==> config.mk <==
export PLATFORM = sky130hd
export DESIGN_NAME = sle_cell
export DESIGN_NICKNAME = d
export VERILOG_FILES = /design/src/rtl/core/sle_pkg.sv /design/src/rtl/core/sle_cell.sv
export SDC_FILE = /design/constraint.sdc
export NUM_CORES = 1
export LEC_CHECK = 0
export ABC_AREA = 1
export BUFFER_PORTS_ARGS = -buffer_cell sky130_fd_sc_hd__buf_4
export CAP_MARGIN = 0
export CORE_UTILIZATION = 42
export CTS_BUF_LIST = sky130_fd_sc_hd__clkbuf_4
export CTS_CLUSTER_DIAMETER = 120
export DETAILED_ROUTE_END_ITERATION = 6
export PLACE_DENSITY = 0.91
export RECOVER_POWER = 100
export SYNTH_ARGS = -nofsm -noshare
export SYNTH_HDL_FRONTEND = slang
export SYNTH_SLANG_ARGS = --single-unit
==> constraint.sdc <==
create_clock -name clk -period 2.7 [get_ports clk]
set_clock_uncertainty 0.15 [all_clocks]
set_input_delay 0.27 -clock clk [delete_from_list [all_inputs] [get_ports clk]]
set_output_delay 0.27 -clock clk [all_outputs]
set_load 0.01 [all_outputs]
==> src/rtl/core/sle_pkg.sv <==
// Shared types and constants for the sorted list engine.
// No dependencies; imported by every module of the block.
package sle_pkg;

  localparam int DEPTH       = 1024;
  localparam int CNT_W       = $clog2(DEPTH + 1);
  localparam int POS_W       = 10;
  localparam int KEY_W       = 32;
  localparam int CMD_W       = 2;
  localparam int STAT_W      = 2;
  localparam int GRP         = 32;
  localparam int NGRP        = (DEPTH + GRP - 1) / GRP;
  localparam int GCNT_W      = $clog2(GRP + 1);
  localparam int SUB         = 8;
  localparam int NSUB        = (NGRP + SUB - 1) / SUB;
  localparam int IN_TDATA_W  = 32;
  localparam int OUT_TDATA_W = 24;

  localparam logic [CMD_W-1:0] CMD_INSERT = 2'd0;
  localparam logic [CMD_W-1:0] CMD_REMOVE = 2'd1;
  localparam logic [CMD_W-1:0] CMD_SEARCH = 2'd2;

  localparam logic [STAT_W-1:0] STAT_OK   = 2'd0;
  localparam logic [STAT_W-1:0] STAT_MISS = 2'd1;
  localparam logic [STAT_W-1:0] STAT_FULL = 2'd2;

  typedef enum logic [2:0] {
    S_IDLE,
    S_CMP,
    S_GRP,
    S_SUB,
    S_ENC,
    S_UPD
  } state_t;

  typedef struct packed {
    logic             ins;
    logic             rem;
    logic [KEY_W-1:0] key;
  } cell_ctl_t;

  typedef struct packed {
    logic [CNT_W-1:0] pos;
    logic             found;
  } enc_res_t;

endpackage

==> src/rtl/core/sle_cell.sv <==
// One storage cell of the sorted row: holds an entry, compares it to the key,
// and shifts up or down with its neighbors. Depends on sle_pkg.
module sle_cell
  import sle_pkg::*;
(
  input  logic             clk,
  input  cell_ctl_t        ctl,
  input  logic             valid,
  input  logic [KEY_W-1:0] left_data,
  input  logic [KEY_W-1:0] right_data,
  input  logic             left_lt,
  input  logic             left_eq,
  output logic [KEY_W-1:0] data,
  output logic             lt,
  output logic             eq,
  output logic             hit
);

  logic [KEY_W-1:0] data_r, data_nxt;
  logic             lt_r, eq_r;

  always_comb begin
    data_nxt = data_r;
    if (ctl.ins) begin
      if (!left_lt) begin
        data_nxt = left_data;
      end else if (!lt_r) begin
        data_nxt = ctl.key;
      end
    end else if (ctl.rem) begin
      if (!lt_r) begin
        data_nxt = right_data;
      end
    end
  end

  always_ff @(posedge clk) begin
    data_r <= data_nxt;
    lt_r   <= valid && ($signed(data_r) < $signed(ctl.key));
    eq_r   <= valid && (data_r == ctl.key);
  end

  assign data = data_r;
  assign lt   = lt_r;
  assign eq   = eq_r;
  // lowest entry of an equal run
  assign hit  = eq_r & ~left_eq;

endmodule

==> results_dict.tcl, run 1 <==
set metrics [dict create \
    synth_compound_area_share_pct 17.5 \
    leakagePower_nw 1.76 \
    io_buffer_count 136 \
    fin_crit_sh_pct 73.1 \
    ant_nets 0 \
    dieWidth_um 79.8 \
    syn_avg_cell_area_um2 7.83 \
    drive_gt1_share_pct 26.1 \
    cp_max_fo 34 \
    grt_setup_unrepaired "no" \
    critical_path_arrival_ns 2.00 \
    slew_headroom_pct 25.1 \
    worst_slew_pin_slew_ns 1.12 \
    post_cts_buffers 0 \
    fp.coreArea_um2 5680 \
    min_period_ns 1.97 \
    cts_hold_buf 0 \
    start_util_pct 44.8 \
    cts_root_buffer "clkbuf_4" \
    irDropWorstVdd_uv 212 \
    grt_start_max_net_pins 35 \
    finalSetupTns_ns 0 \
    ys_ff_latch 34 \
    hold_violations 0 \
    cellPowerDensity_nw_per_um2 463 \
    cts_tree "built" \
    area_growth_pct 39.9 \
    path_class "input port to flip-flop" \
    cts_resized 0 \
    grt.overflow.total 0 \
    synth_cells 325 \
    drv_cap 0 \
    die-area_um2 6370 \
    stdcell_count 531 \
    max_freq_mhz 506 \
    status "finished, final reports clean" \
    ios 137 \
    cts_max_level 2 \
    synthSimpleGateAreaFrac_pct 19.0 \
    clock-sinks 34 \
    grt_pass1_wl_um 11800 \
    synth_xor_area_share_pct 0 \
    dpl.cell_count 523 \
    die_height_um 79.8 \
    cp-start-kind "input port" \
    netlist-cell-type-count 25 \
    worstHoldPathType "input port to flip-flop" \
    cts_buffer_depth 2 \
    antenna_cells 0 \
    drv_slew 0 \
    drt_pass1_iterations 4 \
    grt_use_total_pct 24.1 \
    totalWireLength_um 7400 \
    total_power_mw 1.65 \
    ys_seq_area_share_pct 39.4 \
    grt_pass1_vias 2728 \
    design_area_um2 3560 \
    placed_cell_area_um2 3630 \
    yosysWarnings 0 \
    synth_nets 459 \
    cp_data_required_time_ns 2.72 \
    vias 2663 \
    avgRoutedWirePerCell_um 13.9 \
    fillers 555 \
    gp_congestion 0.773 \
    drt_iter0_markers 94 \
    drc_errors 0 \
    nNetsFinal 592 \
    critPathCaptureType "flip-flop" \
    finalSetupViolCount 0 \
    antenna_found_initial 0 \
    synth_area_um2 2540 \
    hpwl_um 5590 \
    synthAdderAreaFrac_pct 15.7 \
    drt-vias-per-instance 5.02 \
    synth_top_family_by_area "simple AND/OR/NAND/NOR gates" \
    clk_pin_slew_ns 0.11 \
    synth_mux_area_share_pct 0 \
    rows 27 \
    numCtsBuffers 5 \
    clk_latency_ns 0.34 \
]
==> where the power goes <==
group	total [mW]	switching [mW]	internal [mW]
Combinational	0.553	0.310	0.242
Sequential	0.718	0.0414	0.677
Clock	0.376	0.184	0.192
==> per-stage QoR <==
| stage | util, % | worst slack, ns | hold slack [ns] |
|---|---|---|---|
| 6_report | 62.7 | 0.725 | 0.00878 |
| 5_1_grt | 62.7 | 0.531 | 0.0159 |
| 4_1_cts | 65.4 | 0.916 | 0.000573 |
| 3_5_place_dp | 64.0 | 0.897 | 0.373 |
| 3_3_place_gp | 64.0 | 0.930 | 0.365 |
| 2_1_floorplan | - | 0.735 | 0.241 |
==> cell usage after synthesis <==
master	instances	area, um^2
a21o_1	1	7.51
a21oi_1	14	70.1
a21oi_4	1	16.3
and3_1	1	6.26
buf_2	3	15.0
clkbuf_1	9	33.8
dfxtp_1	2	40.0
edfxtp_1	32	961
ha_1	32	400
inv_1	41	154
inv_2	3	11.3
nand2_1	66	248
nand2_2	2	12.5
nand3_1	1	5.00
nand3_2	1	10.0
nand4_1	2	12.5
nor2_1	40	150
nor2_2	2	12.5
nor2_4	1	11.3
nor3_1	1	5.00
nor3_2	1	10.0
o21a_1	2	15.0
o21ai_0	36	180
o21ai_1	30	150
o22ai_1	1	6.26
==> worst paths after layout <==
path	start	to	slack, ns	cells after the start
worst min register to register	data[31]$_DFFE_PP_	lt$_DFF_P_	0.67	4
worst max register to register	data[23]$_DFFE_PP_	lt$_DFF_P_	0.91	8
worst min-delay path	valid	lt$_DFF_P_	0.009	3
worst max-delay path	left_lt	data[29]$_DFFE_PP_	0.73	4
==> cell type report <==
type	instances	area (um^2)	share of cell area [%]
clock inverters	3	40.0	1.12
inverters	44	165	4.64
flip-flops and latches	34	1000	28.1
clock buffers	5	37.5	1.05
multi-input cells	235	1330	37.3
well taps	72	90.1	2.53
repair buffers	138	900	25.3
==> sequential cells by signal, indices dropped and copies added, names as in the netlist <==
register	cells
data	32
eq	1
lt	1
==> cell families after synthesis <==
logic type | after synthesis
flip-flops | 34
AND/OR/NAND/NOR | 118
adder cells (fa/ha/maj) | 32
AO/OA/AOI/OAI | 85
buffers and inverters | 56
==> metal layers <==
layer	track usage, %	vias to the layer above	share of wire (%)
li1	-	1346	-
met1	26.8	1194	39
met2	44.4	109	51
met3	5.60	14	8.2
met4	8.75	0	1.6
met5	0	-	0
==> worst max-delay path, cell delays in order <==
cell	delay (ns)
clkbuf_2	0.38
inv_1	0.97
nor2_1	0.09
o21ai_0	0.26
==> cell usage in the layout (no fill, tap or decap), drive strengths merged, types with 2 or more instances in the layout <==
master	count
buf	101
nand2	68
o21ai	66
inv	44
nor2	43
clkbuf	42
ha	32
edfxtp	32
a21oi	15
nand4	2
o21a	2
clkinv	2
dfxtp	2
nor3	2
nand3	2
(Power assumes the default switching activity.)
==> run 2: changes to the inputs <==
--- a/config.mk
+++ b/config.mk
@@ -5,7 +5,7 @@
 export SDC_FILE = /design/constraint.sdc
 export NUM_CORES = 1
 export LEC_CHECK = 0
-export ABC_AREA = 1
+export ABC_AREA = 0
 export BUFFER_PORTS_ARGS = -buffer_cell sky130_fd_sc_hd__buf_4
 export CAP_MARGIN = 0
 export CORE_UTILIZATION = 42
==> constraint.sdc (replaced) <==
create_clock -name clk -period 1.8 [get_ports clk]
set_clock_uncertainty 0.15 [all_clocks]
set_input_delay 0.18 -clock clk [delete_from_list [all_inputs] [get_ports clk]]
set_output_delay 0.18 -clock clk [all_outputs]
set_load 0.01 [all_outputs]
==> run 2 against run 1 <==
  * The run now ends with negative setup slack left
  * Critical path depth up 2
  * Power increased by 45%
  * Register-to-register slack lost 1.0 ns
  * Combinational power up 69%
  * Setup slack worse by 0.84 ns
  * Critical path type is now flip-flop to flip-flop
  * Core utilization up 6.2 points
==> results_dict.tcl, run 2 <==
set metrics [dict create \
    status "finished, violations left" \
    violations "negative setup slack" \
    timing.final.ws_setup_ns -0.115 \
    cp_max_fo 2 \
    yosys.area.top_type "edfxtp_1" \
    path_delay_family "simple AND/OR/NAND/NOR gates" \
    min_delay_worst_endpoint "data[27]$_DFFE_PP_" \
    post-route-util_pct 68.9 \
    slew_headroom_pct 28.0 \
    final_common_cell "buf_4" \
    min_from "right_data[27]" \
    cts_buffer_depth 2 \
    placed_cell_area_um2 3750 \
    rows 27 \
    post-place-ws_ns -0.153 \
    hold_ws_ns 0.00706 \
    yosys.area.top_type_share_pct 38.2 \
    max_freq_mhz 522 \
    largest_reg_flops 32 \
    cts_root_buffer "clkbuf_4" \
    cellPowerDensity_nw_per_um2 615 \
    vias 2500 \
    numCtsBuffers 5 \
    nNetsFinal 556 \
    ios 137 \
    die-area_um2 6300 \
    dpl.cell_count 476 \
    hold_violations 0 \
    ant_nets 0 \
    synthTopCellsByArea "edfxtp_1, ha_1, mux2i_1" \
    io_buffer_count 136 \
    die_height_um 79.4 \
    leakagePower_nw 1.93 \
    grt.overflow.total 0 \
    antenna_found_initial 0 \
    ys_top_cells_by_count "a21oi_1, inv_1, mux2i_1, nor2_1" \
    cts_tree "built" \
    cp_cell_sequence "ha_4 > nand4_1 > nor4b_4 > nor2_2 > a31oi_1 > mux2i_1" \
    synth_cells 260 \
    grt_pass1_vias 2476 \
    finalSetupViolCount 2 \
    drt-vias-per-instance 5.05 \
    critPathCaptureType "flip-flop" \
    synth_edf_count 32 \
    dieWidth_um 79.4 \
    synthFlopType "edfxtp_1" \
    crit_slowest_cell "edfxtp_1" \
    drv_slew 0 \
    fin_crit_sh_pct 106 \
    avgRoutedWirePerCell_um 14.3 \
    total_power_mw 2.39 \
    r2r-start "data[26]$_DFFE_PP_" \
    drive_gt1_share_pct 37.1 \
    grt_pass1_wl_um 10900 \
    syn_avg_cell_area_um2 9.67 \
    synth_nets 394 \
    cpPeakStageDelay_ns 0.45 \
    drc_errors 0 \
    clk_latency_ns 0.34 \
    fillers 467 \
    path_class "flip-flop to flip-flop" \
    totalWireLength_um 7090 \
    area_growth_pct 54.5 \
    critical_path_buf_inv_count 0 \
    cp_data_required_time_ns 1.93 \
    worst_slew_pin_slew_ns 1.08 \
    hpwl_um 5330 \
    netlist-cell-type-count 28 \
    drt_pass1_iterations 5 \
    design_area_um2 3890 \
    grt_start_max_net_pins 65 \
    drt_iter0_markers 54 \
    grt_setup_unrepaired "yes" \
    async_reset_ff_share_pct 0 \
    holdPathStages 3 \
    rr_endpoint "lt$_DFF_P_" \
    finalSetupTns_ns -0.117 \
    min_period_ns 1.91 \
    irDropWorstVdd_uv 400 \
    critical_path_arrival_ns 2.04 \
    clk_pin_slew_ns 0.11 \
    grt_use_total_pct 22.7 \
    ys_ff_latch 34 \
    final_cell_mix "buf_4, a21oi_1, inv_1, mux2i_1, nor2_1" \
    clock-sinks 34 \
    yosysWarnings 0 \
    reg2reg_depth 6 \
    synth_area_um2 2510 \
    gp_congestion 0.771 \
    ys_seq_area_share_pct 39.8 \
    drv_cap 0 \
    start_util_pct 44.6 \
    antenna_cells 0 \
    stdcell_count 495 \
    cp-start-kind "flip-flop" \
    rrSetupSlack_ns -0.11 \
    fp.coreArea_um2 5640 \
    worstHoldPathType "input port to flip-flop" \
    yosysMostFrequentCell "a21oi_1" \
    cts_max_level 2 \
]
## run 2: worst reg2reg max path, stage by stage, from the launching register on
cell and delay (ns):
edfxtp_1 0.45, ha_4 0.30, nand4_1 0.17, nor4b_4 0.35, nor2_2 0.05, a31oi_1 0.18
mux2i_1 0.19
## run 2: worst max path at each step
| stage | startpoint | to | slack (ns) | cells after the start |
|---|---|---|---|---|
| 2_1_floorplan | data[10]$_DFFE_PP_ | lt$_DFF_P_ | 0.003 | 6 |
| 3_3_place_gp | data[29]$_DFFE_PP_ | lt$_DFF_P_ | -0.09 | 6 |
| 3_5_place_dp | data[29]$_DFFE_PP_ | lt$_DFF_P_ | -0.15 | 6 |
| 4_1_cts | data[26]$_DFFE_PP_ | lt$_DFF_P_ | -0.10 | 6 |
| 5_1_grt | data[27]$_DFFE_PP_ | lt$_DFF_P_ | -0.25 | 6 |
| 6_report | data[26]$_DFFE_PP_ | lt$_DFF_P_ | -0.11 | 6 |
## run 2: layout make-up
| cell class | count | area (um^2) | area share [%] |
|---|---|---|---|
| clock buffers | 5 | 37.5 | 0.966 |
| clock inverters | 3 | 11.3 | 0.290 |
| inverters | 33 | 124 | 3.19 |
| multi-input cells | 183 | 1450 | 37.3 |
| flip-flops and latches | 34 | 1000 | 25.8 |
| well taps | 72 | 90.1 | 2.32 |
| repair buffers | 165 | 1170 | 30.2 |
## run 2: what timing repair did
action,CTS,global route
hold buffers,5,0
setup buffers,2,3
gates resized for setup,4,3
gates cloned,1,0
endpoints found under the setup margin,33,2
hold endpoints to repair,5,0
pin swaps,5,2
## run 2: logic make-up after synthesis
logic type / after synthesis / share of synthesized area (%)
compound gates: 61 / 13.3
fa+ha+maj: 32 / 15.9
buf+inv: 44 / 6.77
flops: 34 / 39.8
mux: 33 / 13.1
simple gates: 56 / 11.0
## run 2: power by group
group | leakage, nW | total, mW | switching, mW | internal [mW]
Sequential | 0.331 | 1.06 | 0.0634 | 0.992
Combinational | 1.57 | 0.933 | 0.439 | 0.494
Clock | 0.0277 | 0.401 | 0.262 | 0.139
## run 2: metal layers
metal / up-vias / GRT usage (%) / part of all wire, % / wire length, um
met2: 105 / 43.9 / 53 / 3790
met3: 7 / 5.60 / 8.2 / 580
met5: - / 0 / 0 / 0
li1: 1255 / - / - / -
met4: 0 / 4.55 / 0.93 / 66
met1: 1133 / 24.8 / 37 / 2650
